### src/rtl/bfa_pkg.sv
`timescale 1ns / 1ps
// ----------------------------------------------------------------------------
// bfa_pkg
// Shared types and constants of the bitmap frame allocator.
// ----------------------------------------------------------------------------
package bfa_pkg;

	localparam int MAX_FRAMES    = 65536;
	localparam int BITS_PER_WORD = 32;
	localparam int WORDS         = MAX_FRAMES / BITS_PER_WORD;
	localparam int WORD_AW       = $clog2(WORDS);
	localparam int BIT_W         = $clog2(BITS_PER_WORD);
	localparam int PAGE_SHIFT    = 12;
	localparam int IDX_W         = 16;
	localparam int CNT_W         = 17;
	localparam int ADDR_W        = 48;
	localparam int IN_W          = 88;
	localparam int OUT_W         = 88;
	localparam int PADDR_W       = 6;
	localparam int PDATA_W       = 64;

	// commands
	localparam logic [2:0] CMD_ALLOC    = 3'd0;
	localparam logic [2:0] CMD_FREE     = 3'd1;
	localparam logic [2:0] CMD_IS_FREE  = 3'd2;
	localparam logic [2:0] CMD_ADDR_OF  = 3'd3;
	localparam logic [2:0] CMD_INDEX_OF = 3'd4;
	localparam logic [2:0] CMD_ALLOC_RUN = 3'd5;
	localparam logic [2:0] CMD_USED     = 3'd6;

	// status codes
	localparam logic [1:0] ST_OK      = 2'd0;
	localparam logic [1:0] ST_ALREADY = 2'd1;
	localparam logic [1:0] ST_FAIL    = 2'd2;

	// register indexes
	localparam logic [2:0] REG_R0_BASE   = 3'd0;
	localparam logic [2:0] REG_R0_FRAMES = 3'd1;
	localparam logic [2:0] REG_R1_BASE   = 3'd2;
	localparam logic [2:0] REG_R1_FRAMES = 3'd3;
	localparam logic [2:0] REG_TOTAL     = 3'd4;

	typedef struct packed {
		logic [ADDR_W-1:0] r0_base;
		logic [CNT_W-1:0]  r0_frames;
		logic [ADDR_W-1:0] r1_base;
		logic [CNT_W-1:0]  r1_frames;
		logic [CNT_W-1:0]  total;
	} cfg_t;

	typedef struct packed {
		logic load;
		logic clr;
		logic exec;
		logic scan_init;
		logic scan_rd;
		logic scan_bit;
		logic scan_fail;
		logic fill_rd;
		logic fill_wr;
		logic out_load;
	} ctl_cmd_t;

	typedef struct packed {
		logic       clr_done;
		logic [2:0] cmd;
		logic       run_zero;
		logic       scan_end;
		logic       scan_found;
		logic       scan_next_rd;
		logic       fill_last;
		logic       out_busy;
	} ctl_sts_t;

	typedef enum logic [3:0] {
		S_CLEAR,
		S_IDLE,
		S_READ,
		S_EXEC,
		S_SCAN_RD,
		S_SCAN_BIT,
		S_FILL_RD,
		S_FILL_WR,
		S_DONE
	} state_t;

endpackage

### src/rtl/bfa_ctrl.sv
`timescale 1ns / 1ps
// ----------------------------------------------------------------------------
// bfa_ctrl
// Sequencer: bitmap clearing, single-frame read-modify-write, run search
// and run fill, result hand-off.
// ----------------------------------------------------------------------------
module bfa_ctrl (
	input  logic               clk,
	input  logic               arst_n,
	input  logic               s_tvalid,
	output logic               s_tready,
	input  bfa_pkg::ctl_sts_t  sts,
	output bfa_pkg::ctl_cmd_t  cmd
);

	bfa_pkg::state_t state_q, state_d;

	always_ff @(posedge clk or negedge arst_n) begin
		if (!arst_n) begin
			state_q <= bfa_pkg::S_CLEAR;
		end else begin
			state_q <= state_d;
		end
	end

	always_comb begin
		state_d  = state_q;
		cmd      = '0;
		s_tready = 1'b0;
		unique case (state_q)
			bfa_pkg::S_CLEAR: begin
				if (sts.clr_done) begin
					state_d = bfa_pkg::S_IDLE;
				end else begin
					cmd.clr = 1'b1;
				end
			end
			bfa_pkg::S_IDLE: begin
				s_tready = 1'b1;
				if (s_tvalid) begin
					cmd.load = 1'b1;
					state_d  = bfa_pkg::S_READ;
				end
			end
			bfa_pkg::S_READ: begin
				if (sts.cmd == bfa_pkg::CMD_ALLOC_RUN && !sts.run_zero) begin
					cmd.scan_init = 1'b1;
					state_d       = bfa_pkg::S_SCAN_RD;
				end else begin
					state_d = bfa_pkg::S_EXEC;
				end
			end
			bfa_pkg::S_EXEC: begin
				cmd.exec = 1'b1;
				state_d  = bfa_pkg::S_DONE;
			end
			bfa_pkg::S_SCAN_RD: begin
				if (sts.scan_end) begin
					cmd.scan_fail = 1'b1;
					state_d       = bfa_pkg::S_DONE;
				end else begin
					cmd.scan_rd = 1'b1;
					state_d     = bfa_pkg::S_SCAN_BIT;
				end
			end
			bfa_pkg::S_SCAN_BIT: begin
				cmd.scan_bit = 1'b1;
				priority if (sts.scan_found) begin
					state_d = bfa_pkg::S_FILL_RD;
				end else if (sts.scan_next_rd) begin
					state_d = bfa_pkg::S_SCAN_RD;
				end
			end
			bfa_pkg::S_FILL_RD: begin
				cmd.fill_rd = 1'b1;
				state_d     = bfa_pkg::S_FILL_WR;
			end
			bfa_pkg::S_FILL_WR: begin
				cmd.fill_wr = 1'b1;
				state_d     = sts.fill_last ? bfa_pkg::S_DONE : bfa_pkg::S_FILL_RD;
			end
			bfa_pkg::S_DONE: begin
				if (!sts.out_busy) begin
					cmd.out_load = 1'b1;
					state_d      = bfa_pkg::S_IDLE;
				end
			end
			default: state_d = bfa_pkg::S_IDLE;
		endcase
	end

endmodule

### config.mk
export PLATFORM = sky130hd
export DESIGN_NAME = bfa_ctrl
export DESIGN_NICKNAME = d
export VERILOG_FILES = /design/src/rtl/bfa_pkg.sv /design/src/rtl/bfa_ctrl.sv
export SDC_FILE = /design/constraint.sdc
export NUM_CORES = 1
export LEC_CHECK = 0
export ABC_AREA = 1
export BUFFER_PORTS_ARGS = -buffer_cell sky130_fd_sc_hd__buf_2
export CORE_MARGIN = 5
export CORE_UTILIZATION = 24
export DETAILED_ROUTE_END_ITERATION = 10
export GPL_ROUTABILITY_DRIVEN = 0
export HOLD_SLACK_MARGIN = 0.15
export PLACE_DENSITY_LB_ADDON = 0.1
export SKIP_LAST_GASP = 1
export SLEW_MARGIN = 20
export SYNTH_ARGS = -nofsm -noshare
export SYNTH_HDL_FRONTEND = slang
export SYNTH_SLANG_ARGS = --single-unit
### constraint.sdc
create_clock -name clk -period 1 [get_ports clk]
set_input_delay 0.2 -clock clk [delete_from_list [all_inputs] [get_ports clk]]
set_output_delay 0.2 -clock clk [all_outputs]
set_load 0.02 [all_outputs]
==> metrics.md, run 1 <==
| Metric | Value |
|---|---|
| Most common cell after layout, fill and taps aside | `buf_6` |
| Yosys reg bits | `4` |
| Clock slew at reported path FFs | `0.04 ns` |
| Die area | `0.00255 mm^2` |
| Reg power frac | `13.1%` |
| Comb power frac | `78.4%` |
| Largest net degree at the start of global routing | `7` |
| DR vias | `588` |
| CTS H-tree lvls | `1` |
| DR pass1 iterations | `3` |
| Die Span X | `50.5 um` |
| Lkg Pwr | `0.515 nW` |
| Filler cell count | `144` |
| Met3 routed WL | `70 um` |
| Clock Tree Buf Depth | `2` |
| Drt drc | `0` |
| Switching Share | `47.0%` |
| Top Layer Used | `met4` |
| Power Internal | `1.39 mW` |
| Tcrit/Tclk final | `150%` |
| Vias/cell | `4.49` |
| Sink Count | `4` |
| P_sw | `1.23 mW` |
| Outcome | `finished, violations left` |
| Row count | `14` |
| Clock network power share | `8.5%` |
| R2R Path Start | `state_q[1]` |
| Failing checks | `setup timing` |
| Avg Inst Size Synth | `6.26 um^2` |
| Least-Margin Pin Slew | `0.284 ns` |
| Root buf cell | `clkbuf_4` |
| Hold WC Path Type | `in2reg` |
| PD cells | `2610 mW/mm^2` |
| Metal-1 WL | `622 um` |
| Clk_lat worst skew | `0.24 ns` |
| Critical path origin | `state_q[1]` |
| Cell taking the most area after synthesis | `dfrtp_1` |
| Total power | `2.62 mW` |
| WL/cell | `11.7 um` |
| Synth-to-layout area growth | `154%` |
| Worst Hold End | `state_q[3]` |
| CTS tree | `yes` |
| Warning count from the yosys run | `0` |
| Final #Nets | `129` |
| RSZ-0062 raised after global routing | `true` |
| GRT Total Usage | `12.1%` |
| Slew headroom | `81.0%` |
| Worst setup path class | `reg2out` |
| Number of setup violations in the final report | `15` |
| Final hold vios | `0` |
| Ports | `24` |
| Final core occ | `65.8%` |
| Drt total wl | `1540 um` |
| Post-synthesis sequential area ratio | `25.4%` |
| Number of flip-flops in the largest register | `4` |
| Hold depth | `3` |
| Setup ws final | `-0.500 ns` |
| Synth Cell Area | `394 um^2` |
| Crit path time final | `1.50 ns` |
| Most flop-heavy register | `state_q` |
| Fmax | `666 MHz` |
| Metal2 WL | `833 um` |
| DP Area | `726 um^2` |
| Antenna violations before repair | `0` |
| Proportion of layout cells with a drive suffix above 1 | `73.9%` |
| Syn Nets | `76` |
| Reg2Reg Capture Point | `state_q[1]` |
| Gr ovfl total | `0` |
| Clock buffer count from CTS | `3` |
| Post-synth cell types | `17` |
| Hold_sp | `sts[1]` |
| Detailed placer's ending HPWL | `1160 um` |
| Largest regs | `state_q x4` |
| Final antenna-violating net count | `0` |
| Required @ worst endpoint | `0.80 ns` |
| Worst Path Max Fanout | `6` |
| Clk_skew | `0.00591 ns` |
| Drt first-iter violations | `2` |
| Commonest non-fill, non-tap cells in the layout | `19 x buf_6, 15 x buf_4, 12 x buf_2` |
| Maximum VDD drop | `1640 uV` |
| CP Capture Type | `output port` |
| Yosys top cell area share | `25.4%` |
| Cell area after layout | `0.00100 mm^2` |
| Initial Utilization | `25.9%` |
| Max Cap Violations | `0` |
| Arr. time, crit path | `1.30 ns` |
| Critical path startpoint category | `flip-flop` |
| Vert. Die Dim | `50.5 um` |
| Synth top area cells | `dfrtp_1 25%, inv_1 11%, nand2_1 9.5%, nor2_1 8.6%, nor2_2 7.9%` |
| First-pass GRT wire length | `2440 um` |
| Core Region | `0.00152 mm^2` |
| N_diodes | `0` |
| Slew Limit Fails | `0` |
| FF-to-FF path depth | `7` |
| Cells after Synth | `63` |
| Number of global-route vias before repair | `588` |
| Worst reg2reg setup slack | `-0.27 ns` |
| Port Buf Inserts | `23` |
==> metal layers <==
metal,vias to the layer above,GRT usage [%]
li1,305,-
met1,268,14.6
met2,13,20.9
met3,2,2.07
met4,0,5.11
met5,-,0
==> kinds of logic after synthesis <==
kind of cell | count (synthesis) | synth area share, %
AOI/OAI and AO/OA | 4 | 6.98
DFF | 4 | 25.4
buffers and inverters | 15 | 14.3
and+or+nand+nor | 40 | 53.3
==> through the flow <==
step	hold WS (ns)	setup WS, ns	cells	TNS, ns
finish	0.235	-0.500	131	-5.89
CTS	0.217	-0.499	127	-5.65
global route	0.255	-0.595	131	-7.15
detailed placement	0.00826	-0.280	119	-2.83
floorplan	-0.0956	-0.208	63	-1.65
global placement	0.00857	-0.246	119	-2.67
==> cells in the mapped netlist <==
cell,count
dfrtp_1,4
nand4_1,2
nand3b_1,1
nand3_1,6
nand2_2,1
nor2_1,9
a21oi_1,1
nand3_2,2
nor2_2,5
nand2_1,10
nor3_1,1
nor4_1,1
inv_1,12
nor3_2,2
a211oi_1,1
inv_2,3
o211ai_1,2
==> repair_timing <==
| action | CTS | global route |
|---|---|---|
| setup endpoints to repair | 15 | 15 |
| pin swaps | 7 | 7 |
| hold endpoints to repair | 4 | 0 |
| buffers inserted | 3 | 7 |
| gates resized for setup | 31 | 21 |
| hold buffers | 1 | 0 |
==> critical path: stages (launching register included) <==
cell,delay [ns]
dfrtp_2,0.46
buf_4,0.16
nor2_4,0.14
nand2_2,0.09
nor2_4,0.09
buf_6,0.11
==> cell type report <==
class	count	area, um^2	share of cell area, %
Clock buffer	4	26.3	2.62
Tap cell	16	20.0	2.00
Inverter	15	63.8	6.37
Timing Repair Buffer	48	417	41.6
Sequential cell	4	103	10.2
Multi-Input combinational cell	44	373	37.2
==> power groups by stage <==
stage	clock network, mW	logic, mW	registers, mW
detailed placement	0	1.47	0.334
floorplan	0	0.795	0.349
CTS	0.233	1.76	0.337
finish	0.222	2.05	0.343
global placement	0	1.46	0.333
global route	0.259	2.22	0.360
==> worst max path at each step <==
| stage | to | slack [ns] | cells after the start |
|---|---|---|---|
| floorplan | cmd[0] | -0.21 | 3 |
| global placement | cmd[6] | -0.25 | 6 |
| detailed placement | cmd[6] | -0.28 | 6 |
| CTS | cmd[0] | -0.50 | 4 |
| global route | cmd[6] | -0.59 | 6 |
| finish | cmd[9] | -0.50 | 5 |
No activity file was read; power rests on OpenSTA's default activity.
==> run 2, diff against run 1 <==
--- a/config.mk
+++ b/config.mk
@@ -13,6 +13,7 @@
 export GPL_ROUTABILITY_DRIVEN = 0
 export HOLD_SLACK_MARGIN = 0.15
 export PLACE_DENSITY_LB_ADDON = 0.1
+export RECOVER_POWER = 50
 export SKIP_LAST_GASP = 1
 export SLEW_MARGIN = 20
 export SYNTH_ARGS = -nofsm -noshare
==> run 2 against run 1 <==
  * The flow still finishes with violations (setup timing)
  * Flip-flop and latch count is the same
  * Worst hold slack is essentially flat
  * Total power barely moved
  * Clock skew is 0.00069 ns lower
  * Register-to-register slack barely moved
  * Critical path depth did not move
  * Die area unchanged
  * Setup slack improved by 0.00092 ns
  * Via count is 0.34% higher
  * Maximum frequency about the same
  * Largest cell class unchanged
  * Largest power group unchanged
  * Highest routed layer unchanged
==> metrics.md, run 2 (synthesis results as in run 1) <==
| Metric | Value |
|---|---|
| Lkg Pwr | `0.512 nW` |
| GRT Total Usage | `12.1%` |
| Maximum VDD drop | `1640 uV` |
| Final #Nets | `129` |
| Outcome | `finished, violations left` |
| Drt first-iter violations | `2` |
| Antenna violations before repair | `0` |
| First-pass GRT wire length | `2440 um` |
| Clk_lat worst skew | `0.24 ns` |
| Largest regs | `state_q x4` |
| Fmax | `667 MHz` |
| Ports | `24` |
| Commonest non-fill, non-tap cells in the layout | `19 x buf_6, 15 x buf_4, 11 x buf_2` |
| DR vias | `590` |
| WP buf/inv | `2` |
| Finished Layout Cells | `131` |
| CTS tree | `yes` |
| Number of global-route vias before repair | `588` |
| Filler cell count | `145` |
| Die Span X | `50.5 um` |
| DR pass1 iterations | `3` |
| Drt drc | `0` |
| Row count | `14` |
| Worst setup path class | `reg2out` |
| Final antenna-violating net count | `0` |
| Switching Share | `47.0%` |
| Clock Tree Buf Depth | `2` |
| Setup ws final | `-0.500 ns` |
| Vert. Die Dim | `50.5 um` |
| Number of setup violations in the final report | `15` |
| Worst Path Max Fanout | `6` |
| Tcrit/Tclk final | `150%` |
| Setup WS pre-CTS | `-0.280 ns` |
| Initial Utilization | `25.9%` |
| Clock network power share | `8.5%` |
| WL/cell | `11.7 um` |
| Critical path startpoint category | `flip-flop` |
| Clock slew at reported path FFs | `0.04 ns` |
| Drt total wl | `1540 um` |
| Least-Margin Pin Slew | `0.284 ns` |
| Port Buf Inserts | `23` |
| Largest net degree at the start of global routing | `7` |
| Synth-to-layout area growth | `154%` |
| Most flop-heavy register | `state_q` |
| Clock buffer count from CTS | `3` |
| Placed insts | `119` |
| CTS H-tree lvls | `1` |
| Sink Count | `4` |
| Comb power frac | `78.4%` |
| Core Region | `0.00152 mm^2` |
| Reg power frac | `13.1%` |
| Required @ worst endpoint | `0.80 ns` |
| Slew headroom | `81.0%` |
| Detailed placer's ending HPWL | `1160 um` |
| N_diodes | `0` |
| Slew Limit Fails | `0` |
| Gr ovfl total | `0` |
| Max Cap Violations | `0` |
| Power Internal | `1.39 mW` |
| Die area | `0.00255 mm^2` |
| PD cells | `2610 mW/mm^2` |
| Most Frequent Cell on Critical Path | `nor2_4` |
| Max incr delay on CP | `0.46 ns` |
| P_sw | `1.23 mW` |
| Critical Path, Cell by Cell | `buf_4 -> nor2_4 -> nand2_2 -> nor2_4 -> buf_6` |
| Most common cell after layout, fill and taps aside | `buf_6` |
| Final hold vios | `0` |
| Final core occ | `65.7%` |
| Hold WC Path Type | `in2reg` |
| Failing checks | `setup timing` |
| Slowest library cell on the worst path | `dfrtp_2` |
| Vias/cell | `4.50` |
| CP Capture Type | `output port` |
| Crit path time final | `1.50 ns` |
| Number of flip-flops in the largest register | `4` |
| RSZ-0062 raised after global routing | `true` |
| Arr. time, crit path | `1.30 ns` |
| Clk_skew | `0.00522 ns` |
| Delay-heaviest family, CP | `flip-flops` |
| Proportion of layout cells with a drive suffix above 1 | `73.0%` |
| Root buf cell | `clkbuf_4` |
==> run 2: what timing repair did <==
action | CTS | global route
hold buffers | 1 | 0
endpoints found under the hold margin | 4 | 0
setup endpoints to repair | 15 | 15
gates resized for setup | 31 | 21
buffers inserted | 3 | 7
pin swaps | 7 | 7
==> run 2: power groups by stage <==
stage	Clock, mW	Combinational, mW	Sequential [mW]
after floorplan	0	0.795	0.349
after global placement	0	1.46	0.333
after detailed placement	0	1.47	0.334
after CTS	0.233	1.76	0.337
after global routing	0.259	2.22	0.360
final	0.221	2.05	0.343
==> run 2: layout make-up <==
cell class / instances / area, um^2 / share of cell area (%)
flip-flops and latches: 4 / 103 / 10.2
inverters: 15 / 63.8 / 6.38
clock buffers: 4 / 26.3 / 2.63
well taps: 16 / 20.0 / 2.00
repair buffers: 48 / 415 / 41.5
multi-input cells: 44 / 373 / 37.3
==> run 2: worst paths after layout <==
check                      startpoint         end  slack (ns)  depth (start not counted)
max                        state_q[1]      cmd[9]       -0.50                          5
min                            sts[1]  state_q[3]        0.23                          3
max reg2reg                state_q[1]  state_q[1]       -0.27                          7
min reg2reg                state_q[1]  state_q[0]        0.78                          4
max in group asynchronous      arst_n  state_q[2]        0.48                          2
min in group asynchronous      arst_n  state_q[1]        0.32                          2
==> run 2: per-layer routing <==
metal / part of all wire, % / track usage [%]
met1: 40 / 14.6
met2: 54 / 20.9
met3: 4.6 / 2.07
met4: 0.65 / 5.11
met5: 0 / 0
==> run 2: tightest hold or removal path, delay by kind of cell <==
family,cells,cell delay [ns]
buffers and inverters,1,0.11
AND/OR/NAND/NOR,2,0.12
==> run 2: through the flow <==
stage | TNS [ns] | hold WS (ns) | cell area, um^2 | power (mW)
after global placement | -2.67 | 0.00857 | 726 | 1.79
after global routing | -7.15 | 0.255 | 1000 | 2.84
after floorplan | -1.65 | -0.0956 | 450 | 1.14
after detailed placement | -2.83 | 0.00826 | 726 | 1.80
final | -5.88 | 0.235 | 1000 | 2.62
after CTS | -5.65 | 0.217 | 891 | 2.33
==> run 3, diff against run 2 <==
==> constraint.sdc (replaced) <==
create_clock -name clk -period 1.9 [get_ports clk]
set_input_delay 0.38 -clock clk [delete_from_list [all_inputs] [get_ports clk]]
set_output_delay 0.38 -clock clk [all_outputs]
set_load 0.02 [all_outputs]
==> run 3 against run 2 <==
  * Worst hold slack improved by 0.15 ns
  * The flow now finishes without violations
  * Sequential share of layout area up 7.6 points
  * Largest cell class is now multi-input combinational cells
  * Non-clock buffer count shrank 24
  * Core utilization decreased by 29 points
  * Combinational power fell by 77%
  * Sequential power decreased by 49%
==> metrics.md, run 3 (synthesis results as in run 1) <==
| Metric | Value |
|---|---|
| Outcome | `finished, final reports clean` |
| First-pass GRT wire length | `1810 um` |
| Ports | `24` |
| Number of global-route vias before repair | `450` |
| Lkg Pwr | `0.347 nW` |
| Switching Share | `53.5%` |
| Slew headroom | `79.3%` |
| Critical path startpoint category | `flip-flop` |
| Drt first-iter violations | `6` |
| Tcrit/Tclk final | `91.2%` |
| Port Buf Inserts | `23` |
| N_diodes | `0` |
| Most common cell after layout, fill and taps aside | `buf_2` |
| Most flop-heavy register | `state_q` |
| Crit path time final | `1.73 ns` |
| Final hold vios | `0` |
| Max Cap Violations | `0` |
| Largest regs | `state_q x4` |
| Gr ovfl total | `0` |
| Initial Utilization | `25.9%` |
| Vert. Die Dim | `50.5 um` |
| Clk_skew | `0.00316 ns` |
| CTS tree | `yes` |
| Worst setup path class | `reg2out` |
| DR vias | `490` |
| Slew Limit Fails | `0` |
| P_sw | `0.399 mW` |
| Clock network power share | `14.2%` |
| Synth-to-layout area growth | `41.9%` |
| Critical path origin | `state_q[0]` |
| Final #Nets | `105` |
| Total power | `0.745 mW` |
| Commonest non-fill, non-tap cells in the layout | `21 x buf_2, 13 x inv_1, 10 x nand2_1` |
| Hold_sp | `sts[1]` |
| Row count | `14` |
| Clock buffer count from CTS | `3` |
| Largest net degree at the start of global routing | `8` |
| Core Region | `0.00152 mm^2` |
| Cell area after layout | `559 um^2` |
| Proportion of layout cells with a drive suffix above 1 | `38.9%` |
| RSZ-0062 raised after global routing | `false` |
| Clock Tree Buf Depth | `2` |
| Required @ worst endpoint | `1.52 ns` |
| Clock slew at reported path FFs | `0.04 ns` |
| Die area | `0.00255 mm^2` |
| Root buf cell | `clkbuf_4` |
| Detailed placer's ending HPWL | `974 um` |
| R2R Path Start | `state_q[3]` |
| Power Internal | `0.346 mW` |
| Sink Count | `4` |
| Number of flip-flops in the largest register | `4` |
| CP Capture Type | `output port` |
| Worst Path Max Fanout | `5` |
| PD cells | `1330 mW/mm^2` |
| Drt total wl | `1130 um` |
| Number of setup violations in the final report | `0` |
| Vias/cell | `4.62` |
| Antenna violations before repair | `0` |
| Post-Route Setup TNS | `0 ns` |
| Reg power frac | `23.7%` |
| Maximum VDD drop | `653 uV` |
| Hold WC Path Type | `in2reg` |
| DP Area | `529 um^2` |
| Postcts setup bufs | `0` |
| Fmax | `577 MHz` |
| Arr. time, crit path | `1.35 ns` |
| Drt drc | `0` |
| Hold WS | `0.383 ns` |
| Final antenna-violating net count | `0` |
| GRT Total Usage | `9.01%` |
| Least-Margin Pin Slew | `0.309 ns` |
| CTS H-tree lvls | `1` |
| Clk_lat worst skew | `0.23 ns` |
| Die Span X | `50.5 um` |
| DR pass1 iterations | `4` |
| WL/cell | `10.7 um` |
| Comb power frac | `62.1%` |
run 3: changes by cell type in the layout (fill, tap and decap cells not counted), sizes merged:
cell / change
buf: -25
run 3: area by class of cell:
class	count	area [um^2]
Clock buffer	3	22.5
Inverter	15	56.3
Timing Repair Buffer	24	123
Sequential cell	4	100
Tap cell	16	20.0
Fill cell	161	965
Multi-Input combinational cell	44	238
run 3: worst paths after layout:
check | to | slack, ns | depth (start not counted)
max reg2reg | state_q[1] | 0.68 | 5
max | cmd[6] | 0.17 | 6
min in group asynchronous | state_q[1] | 0.51 | 2
min reg2reg | state_q[0] | 0.67 | 4
max in group asynchronous | state_q[0] | 1.20 | 2
min | state_q[3] | 0.38 | 3
run 3: worst max-delay path, cell delays in order (launching register included):
cell,delay [ns]
dfrtp_1,0.43
inv_2,0.12
nand2_1,0.08
nor2_1,0.15
nand4_1,0.12
inv_1,0.06
buf_2,0.15
run 3: power by group through the flow:
stage / logic (mW) / clock network, mW / registers (mW)
floorplan: 0.351 / 0 / 0.163
global placement: 0.476 / 0 / 0.173
detailed placement: 0.462 / 0 / 0.172
CTS: 0.466 / 0.114 / 0.171
global route: 0.513 / 0.118 / 0.185
finish: 0.462 / 0.106 / 0.176
run 3: what timing repair did:
item | 4_1_cts | 5_1_grt
gates resized for setup | 0 | 1
endpoints found under the hold margin | 4 | 0
setup endpoints to repair | 0 | 1
hold buffers | 1 | 0
run 3: through the flow:
| step | setup slack [ns] | utilization (%) | std cells |
|---|---|---|---|
| after floorplan | 0.168 | - | 63 |
| after global placement | 0.390 | 34.7 | 102 |
| after detailed placement | 0.371 | 34.7 | 102 |
| after CTS | 0.107 | 36.9 | 106 |
| after global routing | 0.0568 | 36.7 | 106 |
| final | 0.167 | 36.7 | 106 |
run 3: metal layers:
layer | share of wire [%] | wire [um] | up-vias | track usage [%]
met5 | 0 | 0 | - | 0
met4 | 0.71 | 8 | 0 | 5.96
met3 | 5.8 | 66 | 2 | 2.07
met2 | 49 | 554 | 11 | 14.0
met1 | 44 | 504 | 218 | 10.9
li1 | - | - | 259 | -
