===== src/rtl/bfa_pkg.sv =====
`timescale 1ns / 1ps
// ----------------------------------------------------------------------------
// bfa_pkg
// Shared types and constants of the bitmap frame allocator.
// ----------------------------------------------------------------------------
package bfa_pkg;

	localparam int MAX_FRAMES    = 65536;
	localparam int BITS_PER_WORD = 32;
	localparam int WORDS         = MAX_FRAMES / BITS_PER_WORD;
	localparam int WORD_AW       = $clog2(WORDS);
	localparam int BIT_W         = $clog2(BITS_PER_WORD);
	localparam int PAGE_SHIFT    = 12;
	localparam int IDX_W         = 16;
	localparam int CNT_W         = 17;
	localparam int ADDR_W        = 48;
	localparam int IN_W          = 88;
	localparam int OUT_W         = 88;
	localparam int PADDR_W       = 6;
	localparam int PDATA_W       = 64;

	// commands
	localparam logic [2:0] CMD_ALLOC    = 3'd0;
	localparam logic [2:0] CMD_FREE     = 3'd1;
	localparam logic [2:0] CMD_IS_FREE  = 3'd2;
	localparam logic [2:0] CMD_ADDR_OF  = 3'd3;
	localparam logic [2:0] CMD_INDEX_OF = 3'd4;
	localparam logic [2:0] CMD_ALLOC_RUN = 3'd5;
	localparam logic [2:0] CMD_USED     = 3'd6;

	// status codes
	localparam logic [1:0] ST_OK      = 2'd0;
	localparam logic [1:0] ST_ALREADY = 2'd1;
	localparam logic [1:0] ST_FAIL    = 2'd2;

	// register indexes
	localparam logic [2:0] REG_R0_BASE   = 3'd0;
	localparam logic [2:0] REG_R0_FRAMES = 3'd1;
	localparam logic [2:0] REG_R1_BASE   = 3'd2;
	localparam logic [2:0] REG_R1_FRAMES = 3'd3;
	localparam logic [2:0] REG_TOTAL     = 3'd4;

	typedef struct packed {
		logic [ADDR_W-1:0] r0_base;
		logic [CNT_W-1:0]  r0_frames;
		logic [ADDR_W-1:0] r1_base;
		logic [CNT_W-1:0]  r1_frames;
		logic [CNT_W-1:0]  total;
	} cfg_t;

	typedef struct packed {
		logic load;
		logic clr;
		logic exec;
		logic scan_init;
		logic scan_rd;
		logic scan_bit;
		logic scan_fail;
		logic fill_rd;
		logic fill_wr;
		logic out_load;
	} ctl_cmd_t;

	typedef struct packed {
		logic       clr_done;
		logic [2:0] cmd;
		logic       run_zero;
		logic       scan_end;
		logic       scan_found;
		logic       scan_next_rd;
		logic       fill_last;
		logic       out_busy;
	} ctl_sts_t;

	typedef enum logic [3:0] {
		S_CLEAR,
		S_IDLE,
		S_READ,
		S_EXEC,
		S_SCAN_RD,
		S_SCAN_BIT,
		S_FILL_RD,
		S_FILL_WR,
		S_DONE
	} state_t;

endpackage


===== src/rtl/bfa_regs.sv =====
`timescale 1ns / 1ps
// ----------------------------------------------------------------------------
// bfa_regs
// Configuration register file behind the APB-style port.
// ----------------------------------------------------------------------------
module bfa_regs (
	input  logic                         clk,
	input  logic                         arst_n,
	input  logic                         psel,
	input  logic                         penable,
	input  logic                         pwrite,
	input  logic [bfa_pkg::PADDR_W-1:0]  paddr,
	input  logic [bfa_pkg::PDATA_W-1:0]  pwdata,
	output logic [bfa_pkg::PDATA_W-1:0]  prdata,
	output logic                         pready,
	output bfa_pkg::cfg_t                cfg
);

	bfa_pkg::cfg_t cfg_q;
	logic [2:0]    reg_sel;
	logic          wr_en;

	assign reg_sel = paddr[bfa_pkg::PADDR_W-1:3];
	assign wr_en   = psel & penable & pwrite;
	assign pready  = 1'b1;
	assign cfg     = cfg_q;

	always_ff @(posedge clk or negedge arst_n) begin
		if (!arst_n) begin
			cfg_q <= '0;
		end else if (wr_en) begin
			unique case (reg_sel)
				bfa_pkg::REG_R0_BASE:   cfg_q.r0_base   <= pwdata[bfa_pkg::ADDR_W-1:0];
				bfa_pkg::REG_R0_FRAMES: cfg_q.r0_frames <= pwdata[bfa_pkg::CNT_W-1:0];
				bfa_pkg::REG_R1_BASE:   cfg_q.r1_base   <= pwdata[bfa_pkg::ADDR_W-1:0];
				bfa_pkg::REG_R1_FRAMES: cfg_q.r1_frames <= pwdata[bfa_pkg::CNT_W-1:0];
				bfa_pkg::REG_TOTAL:     cfg_q.total     <= pwdata[bfa_pkg::CNT_W-1:0];
				default: ;
			endcase
		end
	end

	always_comb begin
		unique case (reg_sel)
			bfa_pkg::REG_R0_BASE:   prdata = 64'(cfg_q.r0_base);
			bfa_pkg::REG_R0_FRAMES: prdata = 64'(cfg_q.r0_frames);
			bfa_pkg::REG_R1_BASE:   prdata = 64'(cfg_q.r1_base);
			bfa_pkg::REG_R1_FRAMES: prdata = 64'(cfg_q.r1_frames);
			bfa_pkg::REG_TOTAL:     prdata = 64'(cfg_q.total);
			default:                prdata = '0;
		endcase
	end

endmodule


===== config.mk =====
export PLATFORM = sky130hd
export DESIGN_NAME = bfa_regs
export DESIGN_NICKNAME = d
export VERILOG_FILES = /design/src/rtl/bfa_pkg.sv /design/src/rtl/bfa_regs.sv
export SDC_FILE = /design/constraint.sdc
export NUM_CORES = 1
export LEC_CHECK = 0
export ABC_AREA = 1
export BUFFER_PORTS_ARGS = -buffer_cell sky130_fd_sc_hd__buf_2
export CAP_MARGIN = 5
export CORE_ASPECT_RATIO = 0.75
export CORE_MARGIN = 2
export CORE_UTILIZATION = 33
export CTS_BUF_LIST = sky130_fd_sc_hd__clkbuf_4 sky130_fd_sc_hd__clkbuf_8 sky130_fd_sc_hd__clkbuf_16
export CTS_CLUSTER_SIZE = 10
export DETAILED_ROUTE_END_ITERATION = 10
export HOLD_SLACK_MARGIN = 0.03
export SKIP_LAST_GASP = 1
export SYNTH_ARGS = -nofsm -noshare
export SYNTH_HDL_FRONTEND = slang
export SYNTH_SLANG_ARGS = --single-unit

===== constraint.sdc =====
create_clock -name clk -period 1 [get_ports clk]
set_input_delay 0.1 -clock clk [delete_from_list [all_inputs] [get_ports clk]]
set_output_delay 0.1 -clock clk [all_outputs]
set_load 0.02 [all_outputs]

==> qor.txt, run 1 <==
=======================================================================================
Detailed-router iteration count before antenna repair                                 5
Max Cap Viol                                                                          0
Ant diodes                                                                            0
Largest net degree at the start of global routing                                    60
Final-report max-slew violation count                                                 0
Clock latency reported for the late side of the worst-skew pair                 0.42 ns
Min Clock Period, post-route                                                   1.496 ns
Worst Setup Path Type                                                      flop to output port
Synthesized cell area                                                        7012 sq um
Worst path arrival time                                                         1.40 ns
Final worst-path cycle share                                                     149.6%
Most used cell along the critical path                                          nand2_1
Worst clock skew on the final layout                                               0 ns
Count of placed standard cells in the final layout, fillers left out              1,664
Outcome                                                                    finished with violations
Number of cells traversed by the worst register-to-register path                      5
HPWL Detailed                                                                  18.55 mm
Final number of hold-violating endpoints                                              0
Via density                                                                       5.013
Wirelength, routed                                                             31.21 mm
Area growth from synthesis to layout                                             91.15%
Width of the die                                                           172.3 microns
Number of inserted filler cells in the final layout                               1,663
Nature of the critical path endpoint                                        output port
Synth cell types                                                                     21
Crit path max-delay cell type                                                   dfrtp_1
Antenna violations before repair                                                      0
Post-synthesis average cell area                                            7.887 sq um
Standby leakage power                                                          6.806 nW
Least setup slack across all paths after layout                              -0.4963 ns
Number of buffer cells added on primary ports                                       250
Share of layout cells above drive strength 1                                     45.28%
Routed wire per std cell                                                   18.76 microns
Vias in the first global route                                                    7,634
Number of storage elements in the synthesis netlist                                 147
Number of vias after detailed routing                                             8,341
Unrepaired setup endpoints after global routing                                    true
Sequential cell area                                                         3679 sq um
Total CTS buffers                                                                    17
Ordered list of cells on the worst path                                    nand3_1 > nand2_1 > nor2_2 > nand2_1 > buf_6
Area after DPL                                                               9467 sq um
Count of pins on the block boundary                                                 287
Floorplan die area                                                         22,440 sq um
Worst-case clock buffer depth                                                         2
Global-route wire length before repair                                         42.73 mm
CTS tree                                                                          built
Placer's final routability congestion estimate                                   0.9149
Tot Pwr                                                                        25.47 mW
GRT Residual Overflow                                                                 0
Class of the most critical hold timing path                                input port to async pin
Number of violations reported at the end of detailed-routing iteration 0            716
Effective utilization at floorplan                                               33.38%
Most frequent cells in the layout                                          buf_6, nand2_1, dfrtp_1
Most common library cell in the layout ignoring fill and taps                     buf_6
Final Cell Area                                                            13,400 sq um
Total number of nets in the final design                                          1,438
Share of synthesized area occupied by flip-flops and latches                     52.46%
Num Clock Sinks                                                                     147
Area of combinational cells with multiple inputs                             3136 sq um
Residual DRC count                                                                    0
Number of core rows                                                                  46
Remaining number of nets flagged by the antenna check after routing                   0
Maximum resistive drop on vdd                                                   1154 uV
Final number of setup-violating endpoints                                           209
Die boundary height                                                        130.2 microns
Cell total after placement                                                        1,466
CORE AREA                                                                  21,010 sq um
Power density relative to cell area                                        1901 nW/um^2
Gate count of the mapped netlist                                                    889
Clk root buf                                                                  clkbuf_16
Flip-flop count of the largest register after layout                                147
# H-tree levels                                                                       4
Largest driver fanout on the critical path                                            2
Warning count from the yosys run                                                      0
Worst-path clk slew                                                             0.07 ns
GRT Util Overall                                                                 25.12%
Violated checks                                                            setup timing
Maximum clock frequency                                                      0.6683 GHz
Biggest cell delay along the critical path                                      0.40 ns
CP required                                                                     0.90 ns
CP Launch Type                                                                     flop
=======================================================================================
-- final timing paths --
kind | from | end | slack, ns
setup / recovery | cfg[114]$_DFFE_PN0P_ | prdata[15] | -0.50
hold / removal | arst_n | cfg[118]$_DFFE_PN0P_ | 0.15
setup reg to reg | cfg[63]$_DFFE_PN0P_ | cfg[63]$_DFFE_PN0P_ | 0.03
hold reg to reg | cfg[40]$_DFFE_PN0P_ | cfg[40]$_DFFE_PN0P_ | 0.54
max in group asynchronous | arst_n | cfg[91]$_DFFE_PN0P_ | 0.34
min in group clk | paddr[4] | cfg[23]$_DFFE_PN0P_ | 0.19
-- report_power, final --
group          switching, mW  leakage (nW)  internal (mW)
Sequential              1.11          1.84           7.14
Clock                   2.70         0.293           4.13
Combinational           5.05          4.67           5.34
-- cell type report --
| class | count | share of cell area (%) |
|---|---|---|
| repair buffers | 513 | 39.48 |
| flip-flops and latches | 147 | 27.45 |
| multi-input cells | 604 | 23.39 |
| clock buffers | 21 | 3.491 |
| well taps | 288 | 2.689 |
| inverters | 80 | 2.371 |
| clock inverters | 11 | 1.130 |
-- routing by layer --
layer  share of wire (%)  routed length [microns]  up-vias  track usage, %
met4                 3.8                     1192        0           9.293
met5                   0                        0        -               0
li1                    -                        -     3765               -
met3                 7.1                     2210       88           5.369
met1                  43                    13480     4067           35.70
met2                  46                    14330      421           37.85
-- critical path, delay by kind of cell, from the launching register on --
family / cells / cell delay (ns)
buffers and inverters: 1 / 0.13
flip-flops: 1 / 0.40
AND/OR/NAND/NOR: 4 / 0.43
-- synth_stat cells, drive strengths merged --
library cell	instances	share of area, %
buf	46	4.3
clkbuf	27	1.4
conb	2	0.11
dfrtp	147	52
inv	80	4.4
nand2	308	17
nand3	69	5.4
nand4	25	2.2
nor2	30	2.0
o21ai	155	11
-- logic make-up (layout without fill, tap and decap cells) --
group,after synthesis,count (layout),share of synthesized area [%]
compound gates,155,155,11.06
buf+inv,153,625,10.15
simple gates,432,432,26.21
other cells,2,17,0.1071
flops,147,147,52.46
-- what timing repair did --
action / CTS / global route
hold buffers: 49 / 0
pin swaps: 78 / 50
cloned: 3 / 6
gates resized for setup: 454 / 133
setup endpoints to repair: 195 / 197
hold endpoints to repair: 289 / 0
setup buffers: 54 / 85
-- metrics by stage --
step                utilization [%]  hold slack [ns]  TNS [ns]  worst slack, ns
floorplan                         -          -0.1956    -1.990         -0.05127
global placement              45.06          0.03590    -38.88          -0.3676
detailed placement            45.06          0.03127    -41.74          -0.3640
CTS                           58.73           0.1398    -35.14          -0.4876
global route                  63.80           0.1691    -44.54          -0.5643
finish                        63.80           0.1545    -37.04          -0.4963
No activity file was read; power rests on OpenSTA's default activity.
==> run 2: changes to the inputs <==
--- a/config.mk
+++ b/config.mk
@@ -10,11 +10,12 @@
 export CAP_MARGIN = 5
 export CORE_ASPECT_RATIO = 0.75
 export CORE_MARGIN = 2
-export CORE_UTILIZATION = 33
+export CORE_UTILIZATION = 44
 export CTS_BUF_LIST = sky130_fd_sc_hd__clkbuf_4 sky130_fd_sc_hd__clkbuf_8 sky130_fd_sc_hd__clkbuf_16
 export CTS_CLUSTER_SIZE = 10
 export DETAILED_ROUTE_END_ITERATION = 10
 export HOLD_SLACK_MARGIN = 0.03
+export PLACE_DENSITY = 0.77
 export SKIP_LAST_GASP = 1
 export SYNTH_ARGS = -nofsm -noshare
 export SYNTH_HDL_FRONTEND = slang
==> qor.txt, run 2 (synthesized netlist as in run 1, its figures left out) <==
=======================================================================================
Unrepaired setup endpoints after global routing                                    true   unchanged
Die boundary height                                                        113.3 microns   was 130.2 microns
Final number of setup-violating endpoints                                           215   was 209
Share of layout cells above drive strength 1                                     44.61%   was 45.28%
Number of buffer cells added on primary ports                                       250   unchanged
Worst reg2reg path startpoint                                              cfg[17]$_DFFE_PN0P_   was cfg[63]$_DFFE_PN0P_
Maximum resistive drop on vdd                                                   1302 uV   was 1154 uV
Worst-case clock buffer depth                                                         2   unchanged
Worst-path clk slew                                                             0.06 ns   was 0.07 ns
Remaining number of nets flagged by the antenna check after routing                   0   unchanged
GRT Util Overall                                                                 34.41%   was 25.12%
Number of vias after detailed routing                                             8,925   was 8,341
Vias in the first global route                                                    8,486   was 7,634
Ordered list of cells on the worst path                                    inv_1 > o21ai_0 > inv_1 > nand2_1 > buf_2   was nand3_1 > nand2_1 > nor2_2 > nand2_1 > buf_6
Standby leakage power                                                          6.701 nW   was 6.806 nW
Width of the die                                                           149.8 microns   was 172.3 microns
Wirelength, routed                                                             33.45 mm   was 31.21 mm
CP delay by family, top                                                      flip-flops   was simple AND/OR/NAND/NOR gates
Worst path bufs/invs                                                                  3   was 1
Effective utilization at floorplan                                               45.47%   was 33.38%
Final Cell Area                                                            13,050 sq um   was 13,400 sq um
Antenna violations before repair                                                      2   was 0
Flip-flop count of the largest register after layout                                147   unchanged
Maximum clock frequency                                                      0.6643 GHz   was 0.6683 GHz
Outcome                                                                    finished with violations   unchanged
Worst Setup Path Type                                                      flop to output port   unchanged
Most common library cell in the layout ignoring fill and taps                     buf_6   unchanged
Least setup slack across all paths after layout                              -0.5054 ns   was -0.4963 ns
Number of core rows                                                                  39   was 46
Area after DPL                                                               9360 sq um   was 9467 sq um
Clock latency reported for the late side of the worst-skew pair                 0.41 ns   was 0.42 ns
Clk root buf                                                                  clkbuf_16   unchanged
Sequential Power Share                                                            32.0%   was 32.4%
Violated checks                                                            setup timing   unchanged
Worst clock skew on the final layout                                               0 ns   unchanged
# H-tree levels                                                                       4   unchanged
Crit path max-delay cell type                                                   dfrtp_1   unchanged
Clock network fraction of design power                                            27.4%   was 26.8%
Cell-internal power                                                            16.95 mW   was 16.61 mW
Via density                                                                       5.681   was 5.013
Total CTS buffers                                                                    17   unchanged
Largest driver fanout on the critical path                                            2   unchanged
Total number of nets in the final design                                          1,427   was 1,438
CP required                                                                     0.90 ns   about the same
Power density relative to cell area                                        1992 nW/um^2   was 1901 nW/um^2
Net load switching power                                                       9.047 mW   was 8.866 mW
GRT Residual Overflow                                                                 0   unchanged
Final worst-path cycle share                                                     150.5%   was 149.6%
Switching Fraction                                                               34.80%   about the same
Sum of negative setup slack                                                   -36.91 ns   was -37.04 ns
Max Cap Viol                                                                          0   unchanged
Number of cells traversed by the worst register-to-register path                      5   unchanged
Nature of the critical path endpoint                                        output port   unchanged
Most used cell along the critical path                                            inv_1   was nand2_1
Area growth from synthesis to layout                                             86.14%   was 91.15%
CTS tree                                                                          built   unchanged
Residual DRC count                                                                    0   unchanged
Largest net degree at the start of global routing                                    47   was 60
Routed wire per std cell                                                   21.29 microns   was 18.76 microns
Final design utilization                                                         84.64%   was 63.80%
Floorplan die area                                                         16,970 sq um   was 22,440 sq um
Final number of hold-violating endpoints                                              0   unchanged
Most frequent cells in the layout                                          buf_6, nand2_1, dfrtp_1   unchanged
Global-route wire length before repair                                         45.07 mm   was 42.73 mm
CP Launch Type                                                                     flop   unchanged
CORE AREA                                                                  15,420 sq um   was 21,010 sq um
Count of placed standard cells in the final layout, fillers left out              1,571   was 1,664
Final-report max-slew violation count                                                 0   unchanged
Count of pins on the block boundary                                                 287   unchanged
Flop-to-flop setup slack                                                       -0.02 ns   was 0.03 ns
HPWL Detailed                                                                  17.75 mm   was 18.55 mm
Worst path arrival time                                                         1.41 ns   was 1.40 ns
Number of violations reported at the end of detailed-routing iteration 0            990   was 716
Cell total after placement                                                        1,381   was 1,466
Class of the most critical hold timing path                                input port to async pin   unchanged
Biggest cell delay along the critical path                                      0.35 ns   was 0.40 ns
Crit Reg-Reg Endpoint                                                      cfg[17]$_DFFE_PN0P_   was cfg[63]$_DFFE_PN0P_
Num Clock Sinks                                                                     147   unchanged
Placer's final routability congestion estimate                                   0.9456   was 0.9149
Min Clock Period, post-route                                                   1.505 ns   was 1.496 ns
Detailed-router iteration count before antenna repair                                 8   was 5
Comb power frac                                                                   40.6%   was 40.8%
=======================================================================================
==> run 2: changes by cell type in the layout (fill, tap and decap cells not counted), moves of 4 or more <==
cell       previous run  this run
clkbuf_16            23        17
buf_6               277       282
nand2_1             272       276
nand2_2              35        31
buf_4                90        86
==> run 2: stage by stage <==
step	setup WS [ns]	power (mW)	hold WS, ns
floorplan	-0.05127	11.43	-0.1956
global placement	-0.2724	14.17	0.003997
detailed placement	-0.2831	14.32	0.004242
CTS	-0.4523	24.16	0.1319
global route	-0.5501	26.90	0.1439
finish	-0.5054	26.00	0.1293
==> run 2: what timing repair did <==
item / 4_1_cts / 5_1_grt
cloned: 1 / 0
resized for setup: 462 / 116
hold buffers: 49 / 0
setup endpoints to repair: 195 / 211
hold endpoints to repair: 289 / 0
setup buffers: 58 / 79
pin swaps: 88 / 34
==> run 2: power groups by stage <==
stage / clock network, mW / logic (mW) / registers, mW
floorplan: 0 / 1.98 / 9.45
global placement: 0 / 6.16 / 8.01
detailed placement: 0 / 6.28 / 8.04
CTS: 7.07 / 8.91 / 8.17
global route: 7.41 / 11.1 / 8.41
finish: 7.11 / 10.6 / 8.32
==> run 2: how the worst max path moves through the flow <==
stage | to | cells past startpoint | slack, ns | startpoint
CTS | prdata[12] | 5 | -0.45 | cfg[29]$_DFFE_PN0P_
floorplan | prdata[38] | 7 | -0.05 | paddr[5]
finish | prdata[10] | 5 | -0.51 | cfg[27]$_DFFE_PN0P_
global placement | prdata[3] | 8 | -0.27 | paddr[4]
global route | prdata[10] | 5 | -0.55 | cfg[27]$_DFFE_PN0P_
detailed placement | prdata[3] | 8 | -0.28 | paddr[4]
==> run 2: worst reg2reg max path, stage by stage (launching register included) <==
cell and delay (ns):
dfrtp_1 0.41, buf_6 0.13, buf_6 0.11, buf_4 0.12, o21ai_0 0.06, nand2_1 0.08
==> run 2: metal layers <==
layer	up-vias	global-route usage [%]	routed length, microns
li1	3749	-	-
met1	4278	43.04	11810
met2	692	54.80	15800
met3	206	9.435	3439
met4	0	17.99	2396
met5	-	0	0
==> run 2: area by class of cell <==
class	count	area, sq um
repair buffers	502	5052
flip-flops and latches	147	3680
multi-input cells	604	3100
fillers	774	2369
clock buffers	18	439.2
inverters	80	310.3
well taps	205	256.5
clock inverters	12	205.2
diodes	3	7.507
==> run 3: changes to the inputs <==
--- a/config.mk
+++ b/config.mk
@@ -7,11 +7,10 @@
 export LEC_CHECK = 0
 export ABC_AREA = 1
 export BUFFER_PORTS_ARGS = -buffer_cell sky130_fd_sc_hd__buf_2
-export CAP_MARGIN = 5
-export CORE_ASPECT_RATIO = 0.75
+export CORE_ASPECT_RATIO = 1.4
 export CORE_MARGIN = 2
 export CORE_UTILIZATION = 44
-export CTS_BUF_LIST = sky130_fd_sc_hd__clkbuf_4 sky130_fd_sc_hd__clkbuf_8 sky130_fd_sc_hd__clkbuf_16
+export CTS_BUF_LIST = sky130_fd_sc_hd__clkbuf_16
 export CTS_CLUSTER_SIZE = 10
 export DETAILED_ROUTE_END_ITERATION = 10
 export HOLD_SLACK_MARGIN = 0.03
==> qor.txt, run 3 (synthesized netlist as in run 1, its figures left out) <==
=======================================================================================
Outcome                                                                    finished with violations   unchanged
Violated checks                                                            setup timing   unchanged
Total CTS buffers                                                                    17   unchanged
Residual DRC count                                                                    0   unchanged
Standby leakage power                                                          6.699 nW   was 6.701 nW
Count of pins on the block boundary                                                 287   unchanged
Largest driver fanout on the critical path                                            2   unchanged
HPWL Detailed                                                                  16.26 mm   was 17.75 mm
Num Clock Sinks                                                                     147   unchanged
Worst Setup Path Type                                                      flop to output port   unchanged
Largest net degree at the start of global routing                                    45   was 47
Worst path arrival time                                                         1.42 ns   was 1.41 ns
Final-report max-slew violation count                                                 0   unchanged
Maximum resistive drop on vdd                                                   1683 uV   was 1302 uV
Maximum clock frequency                                                      0.6568 GHz   was 0.6643 GHz
Number of violations reported at the end of detailed-routing iteration 0            921   was 990
Power density relative to cell area                                        1955 nW/um^2   was 1992 nW/um^2
Least setup slack across all paths after layout                              -0.5225 ns   was -0.5054 ns
CP Launch Type                                                                     flop   unchanged
Wirelength, routed                                                             33.65 mm   was 33.45 mm
Nature of the critical path endpoint                                        output port   unchanged
Detailed-router iteration count before antenna repair                                 8   unchanged
Flip-flop count of the largest register after layout                                147   unchanged
Biggest cell delay along the critical path                                      0.41 ns   was 0.35 ns
Final Cell Area                                                            13,100 sq um   was 13,050 sq um
Final worst-path cycle share                                                     152.2%   was 150.5%
Final number of setup-violating endpoints                                           249   was 215
Vias in the first global route                                                    8,515   was 8,486
Routed wire per std cell                                                   21.50 microns   was 21.29 microns
CP required                                                                     0.90 ns   about the same
Unrepaired setup endpoints after global routing                                    true   unchanged
Floorplan die area                                                         16,980 sq um   was 16,970 sq um
Remaining number of nets flagged by the antenna check after routing                   0   unchanged
Final number of hold-violating endpoints                                              0   unchanged
Most common library cell in the layout ignoring fill and taps                     buf_6   unchanged
Clk root buf                                                                  clkbuf_16   unchanged
Max Cap Viol                                                                          0   unchanged
Count of placed standard cells in the final layout, fillers left out              1,565   was 1,571
Crit path max-delay cell type                                                   dfrtp_1   unchanged
Die boundary height                                                        153.4 microns   was 113.3 microns
Width of the die                                                           110.7 microns   was 149.8 microns
Ordered list of cells on the worst path                                    nand3_1 > nand2_1 > nor2_1 > nand2_1 > buf_6   was inv_1 > o21ai_0 > inv_1 > nand2_1 > buf_2
Min Hold Slack                                                                0.1091 ns   was 0.1293 ns
Effective utilization at floorplan                                               44.93%   was 45.47%
Worst clock skew on the final layout                                               0 ns   unchanged
CORE AREA                                                                  15,610 sq um   was 15,420 sq um
Antenna violations before repair                                                      3   was 2
GRT Util Overall                                                                 33.25%   was 34.41%
Total number of nets in the final design                                          1,429   was 1,427
Global-route wire length before repair                                         45.20 mm   was 45.07 mm
Placer's final routability congestion estimate                                   0.8382   was 0.9456
GRT Residual Overflow                                                                 0   unchanged
Worst-case clock buffer depth                                                         2   unchanged
Sum of negative setup slack                                                   -40.57 ns   was -36.91 ns
Number of buffer cells added on primary ports                                       250   unchanged
Cell total after placement                                                        1,373   was 1,381
# H-tree levels                                                                       4   unchanged
Area after DPL                                                               9344 sq um   was 9360 sq um
CP delay by family, top                                                    simple AND/OR/NAND/NOR gates   was flip-flops
Min Clock Period, post-route                                                   1.522 ns   was 1.505 ns
Area growth from synthesis to layout                                             86.78%   was 86.14%
Worst-path clk slew                                                             0.07 ns   was 0.06 ns
Most frequent cells in the layout                                          buf_6, nand2_1, dfrtp_1   unchanged
Via density                                                                       5.807   was 5.681
Share of layout cells above drive strength 1                                     43.63%   was 44.61%
Number of core rows                                                                  54   was 39
Number of vias after detailed routing                                             9,088   was 8,925
Class of the most critical hold timing path                                input port to async pin   unchanged
Clock latency reported for the late side of the worst-skew pair                 0.42 ns   was 0.41 ns
Most used cell along the critical path                                          nand2_1   was inv_1
CTS tree                                                                          built   unchanged
Worst Tran Pin Value                                                          0.5381 ns
Worst rel slew slack                                                             64.04%
Worst path bufs/invs                                                                  1   was 3
=======================================================================================
run 3: changes by cell type in the layout (fill, tap and decap cells not counted), moves of 4 or more:
cell     previous run  this run
buf_4              86        79
buf_6             282       288
nand3_1            59        63
nand3_2             8         4
nor2_1             11        21
nor2_2             13         5
o21ai_0            98        82
o21ai_1            27        38
o21ai_2            10        14
run 3: layer usage:
| metal | routed length [microns] | track usage [%] |
|---|---|---|
| met5 | 0 | 0 |
| met4 | 2450 | 18.75 |
| met3 | 2864 | 6.344 |
| met2 | 17010 | 57.61 |
| met1 | 11330 | 38.52 |
run 3: cell type report:
type	count	area [sq um]
well taps	196	245.2
inverters	80	315.3
clock inverters	14	176.4
fillers	726	2511
multi-input cells	605	3093
diodes	3	7.507
flip-flops and latches	147	3679
clock buffers	17	425.4
repair buffers	503	5155
run 3: final timing paths:
| path | to | cells past startpoint | slack (ns) | from |
|---|---|---|---|---|
| hold / removal | cfg[13]$_DFFE_PN0P_ | 2 | 0.11 | arst_n |
| setup reg to reg | cfg[44]$_DFFE_PN0P_ | 4 | -0.10 | cfg[44]$_DFFE_PN0P_ |
| hold reg to reg | cfg[76]$_DFFE_PN0P_ | 2 | 0.54 | cfg[76]$_DFFE_PN0P_ |
| min in group clk | cfg[31]$_DFFE_PN0P_ | 6 | 0.29 | penable |
| setup / recovery | prdata[16] | 5 | -0.52 | cfg[115]$_DFFE_PN0P_ |
| max in group asynchronous | cfg[129]$_DFFE_PN0P_ | 3 | 0.34 | arst_n |
run 3: repair_timing:
action,CTS,global route
endpoints found under the setup margin,195,216
gates cloned,2,5
buffers inserted,57,79
hold buffers,49,0
gates resized for setup,450,142
pin swaps,101,42
hold endpoints to repair,293,0
run 3: report_power, final:
part | internal [mW] | total (mW) | leakage, nW | switching [mW]
registers | 7.14 | 8.32 | 1.84 | 1.18
clock network | 3.95 | 6.67 | 0.286 | 2.72
logic | 5.31 | 10.6 | 4.57 | 5.30
run 3: per-stage QoR:
step                total power [mW]  util (%)  setup WS, ns
floorplan                      11.43         -      -0.05127
global placement               14.14     59.87       -0.3315
detailed placement             14.31     59.87       -0.3551
CTS                            23.61     77.74       -0.4165
global route                   26.41     83.91       -0.5828
finish                         25.60     83.91       -0.5225
